File: src/rtl/ttd_pkg.sv
// ----------------------------------------------------------------------------
// ttd_pkg
// Shared types and constants for the time-tag record decoder.
// ----------------------------------------------------------------------------
package ttd_pkg;

    localparam int RecordWidth   = 32;
    localparam int FormatWidth   = 3;
    localparam int ChannelWidth  = 7;
    localparam int TimeWidth     = 64;
    localparam int DelayWidth    = 15;
    localparam int MarkerWidth   = 12;
    localparam int CountWidth    = 25;
    localparam int ApbDataWidth  = 32;
    localparam int ApbAddrWidth  = 3;

    // record_format codes
    localparam logic [FormatWidth-1:0] FMT_NARROW_T2  = 3'd0;
    localparam logic [FormatWidth-1:0] FMT_NARROW_T3  = 3'd1;
    localparam logic [FormatWidth-1:0] FMT_WIDE_T2_V1 = 3'd2;
    localparam logic [FormatWidth-1:0] FMT_WIDE_T2_V2 = 3'd3;
    localparam logic [FormatWidth-1:0] FMT_WIDE_T3_V1 = 3'd4;
    localparam logic [FormatWidth-1:0] FMT_WIDE_T3_V2 = 3'd5;

    // register index of record_format
    localparam logic REG_RECORD_FORMAT = 1'b0;

    // wrap constants
    localparam logic [TimeWidth-1:0] NARROW_T3_WRAP  = 64'd65536;
    localparam logic [TimeWidth-1:0] NARROW_T2_WRAP  = 64'd210698240;
    localparam logic [TimeWidth-1:0] WIDE_T2_WRAP_V1 = 64'd33552000;
    localparam int                   WIDE_T2_V2_SHIFT = 25;   // wrap of 33554432
    localparam int                   WIDE_T3_SHIFT    = 10;   // wrap of 1024

    localparam logic [5:0] WIDE_SPECIAL_OVERFLOW = 6'h3F;
    localparam logic [3:0] NARROW_SPECIAL        = 4'hF;

    typedef enum logic [1:0] {
        KIND_PHOTON   = 2'd0,
        KIND_MARKER   = 2'd1,
        KIND_OVERFLOW = 2'd2,
        KIND_IGNORED  = 2'd3
    } t_event_kind;

    typedef struct packed {
        t_event_kind              kind;
        logic [ChannelWidth-1:0]  channel;
        logic [TimeWidth-1:0]     time_val;
        logic [DelayWidth-1:0]    delay;
        logic [MarkerWidth-1:0]   marker;
        logic [CountWidth-1:0]    count;
        logic                     illegal;
    } t_result;

    typedef struct packed {
        logic                  en;
        logic [TimeWidth-1:0]  addend;
    } t_base_update;

endpackage

File: src/rtl/ttd_apb_regs.sv
// ----------------------------------------------------------------------------
// ttd_apb_regs
// APB register file holding the record format selection.
// ----------------------------------------------------------------------------
module ttd_apb_regs import ttd_pkg::*; (
    input  logic                     i_clk,
    input  logic                     i_rst_n,
    input  logic                     psel,
    input  logic                     penable,
    input  logic                     pwrite,
    input  logic [ApbAddrWidth-1:0]  paddr,
    input  logic [ApbDataWidth-1:0]  pwdata,
    output logic [ApbDataWidth-1:0]  prdata,
    output logic                     pready,
    output logic [FormatWidth-1:0]   o_record_format
);

    logic [FormatWidth-1:0] r_format;
    logic [FormatWidth-1:0] n_format;
    logic                   sel_format;

    assign sel_format = (paddr[2] == REG_RECORD_FORMAT);
    assign pready     = 1'b1;

    always_comb begin
        n_format = r_format;
        if (psel && penable && pwrite && sel_format) begin
            n_format = pwdata[FormatWidth-1:0];
        end
    end

    always_ff @(posedge i_clk) begin
        if (!i_rst_n) begin
            r_format <= FMT_NARROW_T2;
        end else begin
            r_format <= n_format;
        end
    end

    assign prdata = sel_format ? {{(ApbDataWidth-FormatWidth){1'b0}}, r_format}
                               : '0;
    assign o_record_format = r_format;

endmodule

File: src/rtl/ttd_record_decode.sv
// ----------------------------------------------------------------------------
// ttd_record_decode
// Decodes one record word against the current overflow base.
// ----------------------------------------------------------------------------
module ttd_record_decode import ttd_pkg::*; (
    input  logic [RecordWidth-1:0]  i_word,
    input  logic [FormatWidth-1:0]  i_format,
    input  logic [TimeWidth-1:0]    i_base,
    output t_result                 o_result,
    output t_base_update            o_update
);

    logic [3:0]            narrow_chan;
    logic [5:0]            w_chan;
    logic                  w_special;
    logic [24:0]           w_tag;
    logic [9:0]            w_nsync;
    logic [24:0]           tag_count;
    logic [9:0]            nsync_count;
    logic [27:0]           time_offset;
    logic [TimeWidth-1:0]  time_sum;
    t_result               res;
    t_base_update          upd;

    assign narrow_chan = i_word[31:28];
    assign w_special   = i_word[31];
    assign w_chan      = i_word[30:25];
    assign w_tag       = i_word[24:0];
    assign w_nsync     = i_word[9:0];

    // version 2 overflow with a zero count still means one wrap
    assign tag_count   = (w_tag == '0)   ? 25'd1 : w_tag;
    assign nsync_count = (w_nsync == '0) ? 10'd1 : w_nsync;

    always_comb begin
        unique case (i_format)
            FMT_NARROW_T2:                  time_offset = i_word[27:0];
            FMT_NARROW_T3:                  time_offset = {12'b0, i_word[15:0]};
            FMT_WIDE_T2_V1, FMT_WIDE_T2_V2: time_offset = {3'b0, w_tag};
            default:                        time_offset = {18'b0, w_nsync};
        endcase
    end

    assign time_sum = i_base + {{(TimeWidth-28){1'b0}}, time_offset};

    always_comb begin
        res        = '0;
        res.kind   = KIND_IGNORED;
        upd        = '0;
        unique case (i_format)
            FMT_NARROW_T2: begin
                priority if (narrow_chan == NARROW_SPECIAL) begin
                    if (i_word[3:0] == 4'h0) begin
                        res.kind   = KIND_OVERFLOW;
                        res.count  = 25'd1;
                        upd.en     = 1'b1;
                        upd.addend = NARROW_T2_WRAP;
                    end else begin
                        res.kind     = KIND_MARKER;
                        res.time_val = time_sum;
                        res.marker   = {8'b0, i_word[3:0]};
                    end
                end else if (narrow_chan > 4'd4) begin
                    res.illegal = 1'b1;
                end else begin
                    res.kind     = KIND_PHOTON;
                    res.channel  = {3'b0, narrow_chan};
                    res.time_val = time_sum;
                end
            end
            FMT_NARROW_T3: begin
                if (narrow_chan == NARROW_SPECIAL) begin
                    if (i_word[27:16] == 12'h0) begin
                        res.kind   = KIND_OVERFLOW;
                        res.count  = 25'd1;
                        upd.en     = 1'b1;
                        upd.addend = NARROW_T3_WRAP;
                    end else begin
                        res.kind     = KIND_MARKER;
                        res.time_val = time_sum;
                        res.marker   = i_word[27:16];
                    end
                end else begin
                    res.kind     = KIND_PHOTON;
                    res.channel  = {3'b0, narrow_chan};
                    res.time_val = time_sum;
                    res.delay    = {3'b0, i_word[27:16]};
                    res.illegal  = (narrow_chan == 4'd0) || (narrow_chan > 4'd4);
                end
            end
            FMT_WIDE_T2_V1, FMT_WIDE_T2_V2: begin
                priority if (!w_special) begin
                    res.kind     = KIND_PHOTON;
                    res.channel  = {1'b0, w_chan} + 7'd1;
                    res.time_val = time_sum;
                end else if (w_chan == WIDE_SPECIAL_OVERFLOW) begin
                    res.kind = KIND_OVERFLOW;
                    upd.en   = 1'b1;
                    if (i_format == FMT_WIDE_T2_V1) begin
                        res.count  = 25'd1;
                        upd.addend = WIDE_T2_WRAP_V1;
                    end else begin
                        res.count  = tag_count;
                        upd.addend = {{(TimeWidth-CountWidth){1'b0}}, tag_count}
                                     << WIDE_T2_V2_SHIFT;
                    end
                end else if (w_chan == 6'd0) begin
                    res.kind     = KIND_PHOTON;
                    res.time_val = time_sum;
                end else if (w_chan <= 6'd15) begin
                    res.kind     = KIND_MARKER;
                    res.time_val = time_sum;
                    res.marker   = {6'b0, w_chan};
                end else begin
                    res.kind = KIND_IGNORED;
                end
            end
            FMT_WIDE_T3_V1, FMT_WIDE_T3_V2: begin
                priority if (!w_special) begin
                    res.kind     = KIND_PHOTON;
                    res.channel  = {1'b0, w_chan};
                    res.time_val = time_sum;
                    res.delay    = i_word[24:10];
                end else if (w_chan == WIDE_SPECIAL_OVERFLOW) begin
                    res.kind   = KIND_OVERFLOW;
                    upd.en     = 1'b1;
                    if (i_format == FMT_WIDE_T3_V1) begin
                        res.count  = 25'd1;
                        upd.addend = 64'd1 << WIDE_T3_SHIFT;
                    end else begin
                        res.count  = {15'b0, nsync_count};
                        upd.addend = {{(TimeWidth-10){1'b0}}, nsync_count}
                                     << WIDE_T3_SHIFT;
                    end
                end else if ((w_chan >= 6'd1) && (w_chan <= 6'd15)) begin
                    res.kind     = KIND_MARKER;
                    res.time_val = time_sum;
                    res.marker   = {6'b0, w_chan};
                end else begin
                    res.kind = KIND_IGNORED;
                end
            end
            default: begin
                res.kind = KIND_IGNORED;
            end
        endcase
    end

    assign o_result = res;
    assign o_update = upd;

endmodule

File: src/rtl/tttr_time_tag_record_decoder_core.sv
// ----------------------------------------------------------------------------
// tttr_time_tag_record_decoder_core
// Decodes a stream of 32-bit time-tag records into photon, marker,
// overflow and ignored beats, keeping a running 64-bit overflow base.
//
//   channel   dir  handshake                 payload
//   record    in   i_in_valid / o_in_stall   i_record_word
//   result    out  o_out_valid / i_out_stall o_event_kind .. o_illegal_channel
//   config    in   APB write, pready high    record_format at byte address 0
//
// One beat per cycle sustained while the result side does not stall. A record
// is held in the input register, then decoded, added to the overflow base
// and written to the result register; the base add is the longest path.
// Reset clears the base, the format and both valid flags. A stall on the
// result side holds the result register and backs up into the input register.
// ----------------------------------------------------------------------------
module tttr_time_tag_record_decoder_core import ttd_pkg::*; (
    input  logic                     i_clk,
    input  logic                     i_rst_n,
    input  logic                     psel,
    input  logic                     penable,
    input  logic                     pwrite,
    input  logic [ApbAddrWidth-1:0]  paddr,
    input  logic [ApbDataWidth-1:0]  pwdata,
    output logic [ApbDataWidth-1:0]  prdata,
    output logic                     pready,
    input  logic                     i_in_valid,
    output logic                     o_in_stall,
    input  logic [RecordWidth-1:0]   i_record_word,
    output logic                     o_out_valid,
    input  logic                     i_out_stall,
    output logic [1:0]               o_event_kind,
    output logic [ChannelWidth-1:0]  o_channel_number,
    output logic [TimeWidth-1:0]     o_unwrapped_time,
    output logic [DelayWidth-1:0]    o_delay_time,
    output logic [MarkerWidth-1:0]   o_marker_bits,
    output logic [CountWidth-1:0]    o_overflow_count,
    output logic                     o_illegal_channel
);

    logic [FormatWidth-1:0] record_format;
    logic                   r_in_valid;
    logic                   n_in_valid;
    logic [RecordWidth-1:0] r_word;
    logic                   r_out_valid;
    logic                   n_out_valid;
    t_result                r_result;
    t_result                dec_result;
    t_base_update           dec_update;
    logic [TimeWidth-1:0]   r_base;
    logic                   in_accept;
    logic                   advance;

    ttd_apb_regs u_regs (
        .i_clk           (i_clk),
        .i_rst_n         (i_rst_n),
        .psel            (psel),
        .penable         (penable),
        .pwrite          (pwrite),
        .paddr           (paddr),
        .pwdata          (pwdata),
        .prdata          (prdata),
        .pready          (pready),
        .o_record_format (record_format)
    );

    ttd_record_decode u_decode (
        .i_word   (r_word),
        .i_format (record_format),
        .i_base   (r_base),
        .o_result (dec_result),
        .o_update (dec_update)
    );

    // advance when the result register is empty or being drained
    assign advance    = r_in_valid && (!r_out_valid || !i_out_stall);
    assign o_in_stall = r_in_valid && !advance;
    assign in_accept  = i_in_valid && !o_in_stall;

    always_comb begin
        n_in_valid = r_in_valid;
        if (in_accept) begin
            n_in_valid = 1'b1;
        end else if (advance) begin
            n_in_valid = 1'b0;
        end
        n_out_valid = r_out_valid;
        if (advance) begin
            n_out_valid = 1'b1;
        end else if (r_out_valid && !i_out_stall) begin
            n_out_valid = 1'b0;
        end
    end

    always_ff @(posedge i_clk) begin
        if (!i_rst_n) begin
            r_in_valid  <= 1'b0;
            r_out_valid <= 1'b0;
            r_base      <= '0;
        end else begin
            r_in_valid  <= n_in_valid;
            r_out_valid <= n_out_valid;
            if (advance && dec_update.en) begin
                r_base <= r_base + dec_update.addend;
            end
        end
    end

    always_ff @(posedge i_clk) begin
        if (in_accept) begin
            r_word <= i_record_word;
        end
        if (advance) begin
            r_result <= dec_result;
        end
    end

    assign o_out_valid       = r_out_valid;
    assign o_event_kind      = r_result.kind;
    assign o_channel_number  = r_result.channel;
    assign o_unwrapped_time  = r_result.time_val;
    assign o_delay_time      = r_result.delay;
    assign o_marker_bits     = r_result.marker;
    assign o_overflow_count  = r_result.count;
    assign o_illegal_channel = r_result.illegal;

endmodule
File: config.mk
export PLATFORM = sky130hd
export DESIGN_NAME = tttr_time_tag_record_decoder_core
export DESIGN_NICKNAME = d
export VERILOG_FILES = /design/src/rtl/ttd_pkg.sv /design/src/rtl/ttd_apb_regs.sv /design/src/rtl/ttd_record_decode.sv /design/src/rtl/tttr_time_tag_record_decoder_core.sv
export SDC_FILE = /design/constraint.sdc
export NUM_CORES = 1
export LEC_CHECK = 0
export BUFFER_PORTS_ARGS = -buffer_cell sky130_fd_sc_hd__buf_2
export CAP_MARGIN = 10
export CORE_ASPECT_RATIO = 1.1
export CORE_MARGIN = 1.5
export CORE_UTILIZATION = 50
export CTS_BUF_LIST = sky130_fd_sc_hd__clkbuf_4 sky130_fd_sc_hd__clkbuf_8
export DETAILED_ROUTE_END_ITERATION = 8
export MAX_ROUTING_LAYER = met4
export PLACE_DENSITY = 0.75
export SYNTH_ARGS = -nofsm -noshare
export SYNTH_HDL_FRONTEND = slang
export SYNTH_HIERARCHICAL = 1
export SYNTH_SLANG_ARGS = --single-unit
File: constraint.sdc
create_clock -name i_clk -period 10.7 [get_ports i_clk]
set_input_delay 1.07 -clock i_clk [delete_from_list [all_inputs] [get_ports i_clk]]
set_output_delay 1.07 -clock i_clk [all_outputs]
set_load 0.01 [all_outputs]
==> results.sh <==
export IMPL_status="finished, final reports clean"
export IMPL_cp_max_fo=10
export IMPL_nets=2012
export IMPL_cap_violations=0
export IMPL_avgSynthCellArea_um2=9.016
export IMPL_register_area_um2=6126
export IMPL_setup_viol=0
export IMPL_post_route_period_util_pct=53.41
export IMPL_drcViolationCount=0
export IMPL_grt_pass1_vias=12535
export IMPL_finalHoldViolCount=0
export IMPL_synth_xor_area_share_pct=5.125
export IMPL_multiInputGateArea_um2=8588
export IMPL_synth_area_top_cells="edfxtp_1 (31%), dfxtp_1 (8.9%), ha_1 (7.6%), a21oi_1 (5.8%), nand2_1 (4.5%)"
export IMPL_die_area_um2=32170
export IMPL_clkLatencyLatePin_ns=0.54
export IMPL_postRouteAntennaNets=0
export IMPL_antenna_found_initial=0
export IMPL_async_reset_ff_share_pct=0
export IMPL_fp_dieH_um=188.0
export IMPL_area_growth_pct=10.27
export IMPL_holdPathEnd="r_base[5]"
export IMPL_cts_buffer_depth=3
export IMPL_grt_max_degree=79
export IMPL_firstDrtPassIters=6
export IMPL_grt_pass1_wl_um=69020
export IMPL_ir_drop_mv=0.1199
export IMPL_grt_setup_unrepaired="no"
export IMPL_tns_ns=0
export IMPL_netlist_instances=1725
export IMPL_leakagePower_nw=7.174
export IMPL_avgRoutedWirePerCell_um=19.39
export IMPL_yosysUniqueCellTypes=86
export IMPL_post_drt_via_cell_ratio=5.915
export IMPL_synth_top_cell_area_share_pct=30.51
export IMPL_ys_flop_type="edfxtp_1"
export IMPL_power_density_nw_per_um2=115.8
export IMPL_clk_pin_slew_ns=0.06
export IMPL_slew_headroom_pct=25.00
export IMPL_synthSimpleGateAreaFrac_pct=18.74
export IMPL_final_core_util_pct=56.20
export IMPL_skew_ns=0.02086
export IMPL_crit_type="reg -> reg"
export IMPL_coreArea_um2=30510
export IMPL_synth_edff_count=158
export IMPL_yosysSeqAreaShare_pct=39.39
export IMPL_min_from="r_base[5]"
export IMPL_holdBufCountCts=0
export IMPL_vias=13516
export IMPL_crit_path_end_kind="flip-flop"
export IMPL_clock_sinks=227
export IMPL_synthTopCellsByCount="nand2_1 (186), a21oi_1 (181), edfxtp_1 (158)"
export IMPL_post_dp_hpwl_um=33270
export IMPL_synth_fa_ha_area_share_pct=7.900
export IMPL_cp_start_kind="flip-flop"
export IMPL_yosysWarningCount=6
export IMPL_yosys_area_top_type="edfxtp_1"
export IMPL_arrival_ns=6.13
export IMPL_numCtsBuffers=40
export IMPL_reg2reg_slack_ns=4.99
export IMPL_grt_overflow_total=0
export IMPL_hold_class="reg -> reg"
export IMPL_synth_compound_area_share_pct=21.54
export IMPL_yosys_cell_count_top_type="nand2_1"
export IMPL_report_final_slew_viol_count=0
export IMPL_min_path_cells=2
export IMPL_initial_core_util_pct=50.97
export IMPL_rr_endpoint="r_base[40]"
export IMPL_dieWidth_um=171.2
export IMPL_worst_slew_pin_slew_ns=1.121
export IMPL_cts_tree="done"
export IMPL_synthMuxAreaShare_pct=0.5873
export IMPL_synthesis_area_um2=15550
export IMPL_cts_setup_buffers=0
export IMPL_cts_root_buf="clkbuf_8"
export IMPL_grt_util_all_layers_pct=28.36
export IMPL_fin_crit_ns=5.715
export IMPL_cts_max_level=2
export IMPL_worstPathRequired_ns=11.12
export IMPL_dr_first_iter_drc_count=1302
export IMPL_fillCellCount=2821
export IMPL_place_congestion=0.9531
export IMPL_drive_above_1_share_pct=15.13
export IMPL_port_buffers=173
export IMPL_rr_startpoint="u_regs/o_record_format[1]"
export IMPL_rows=67
export IMPL_fmax_ghz=0.1750
export IMPL_ctsResizeCount=0
export IMPL_ioPinCount=235
export IMPL_synth_top_family_by_area="compound AO/OA/AOI/OAI gates"
export IMPL_reg2reg_depth=16
export IMPL_wl_um=44300
export IMPL_ys_ff_latch=227
## stage by stage
step                      hold slack [ns]  std cells  setup slack (ns)  power [mW]  cell area (µm²)
after floorplan                    0.4426       1774             5.270       1.117            15740
after global placement             0.4840       2211             5.250       1.164            16300
after detailed placement           0.4895       2211             5.206       1.167            16300
after CTS                          0.4961       2282             5.135       2.008            17130
after global routing               0.5353       2284             4.612       2.061            17150
final                              0.4978       2285             4.985       1.985            17150
## cell usage in the layout, fill, tap and decap left out, types with 17 or more instances in the layout
cell,Yosys,final
nand2_1,186,186
a21oi_1,181,181
buf_2,10,173
edfxtp_1,158,158
nor2_1,137,137
ha_1,95,95
o21ai_0,76,76
dfxtp_1,69,69
a21o_1,68,68
xnor2_1,59,59
and2_1,58,57
conb_1,3,52
clkbuf_8,0,42
nand3_1,41,41
inv_1,38,38
xor2_1,32,32
and3_1,30,29
o21bai_1,25,25
nand4_1,24,24
nor3_1,24,24
a22o_1,24,24
o31ai_1,17,17
## state kept, by name (all words and copies together), names as in the netlist
name                    count
o_illegal_channel           1
o_unwrapped_time           64
o_channel_number            7
o_out_valid                 1
o_marker_bits              12
r_in_valid                  1
o_event_kind                2
u_regs/o_record_format      3
r_base                     64
r_word                     32
o_delay_time               15
o_overflow_count           25
## worst max path at each step
stage / end / slack, ns / from
after global routing: r_base[40] / 4.61 / u_regs/o_record_format[2]
after global placement: r_base[40] / 5.25 / u_regs/o_record_format[2]
after detailed placement: r_base[40] / 5.21 / u_regs/o_record_format[2]
after CTS: r_base[40] / 5.13 / u_regs/o_record_format[2]
after floorplan: r_base[52] / 5.27 / i_out_stall
final: r_base[40] / 4.99 / u_regs/o_record_format[1]
## routing by layer
metal / track usage [%] / wire [µm] / vias up
met3: 4.242 / 3622 / 83
met2: 41.48 / 19620 / 602
met4: 9.548 / 1271 / 0
met5: - / 0 / -
met1: 40.01 / 19780 / 6391
li1: - / - / 6440
## kinds of logic after synthesis
family	count (synthesis)
and+or+nand+nor	595
AOI/OAI and AO/OA	506
DFF	227
buffers and inverters	197
adders and majority gates	97
xor gates and xnor gates	91
muxes	9
other	3
## report_power, final
| part | switching, mW | internal [mW] | total (mW) |
|---|---|---|---|
| clock network | 0.354 | 0.479 | 0.833 |
| registers | 0.0261 | 0.973 | 0.999 |
| logic | 0.103 | 0.0502 | 0.153 |
## cell type report
class,count,share of cell area [%]
multi-input combinational,1350,50.08
sequential,227,35.72
timing repair buffer,182,5.472
clock buffer,54,3.896
tap,414,3.021
clock inverter,17,0.9193
inverter,40,0.8755
antenna,1,0.01459
## critical path, stage by stage (launching register included)
cell and delay, ns:
dfxtp_1 0.53, inv_1 0.20, nor2_1 0.53, nand3_1 0.27, nor2_1 0.80, a21o_1 0.16, ha_1 0.25, nand2_1 0.11
a21oi_1 0.13, o21a_1 0.23, o21bai_1 0.12, a2111oi_0 0.74, nor2_1 0.23, o41ai_1 0.62, a21boi_0 0.25, xnor2_1 0.18
a22o_1 0.23
(Power assumes the default switching activity.)
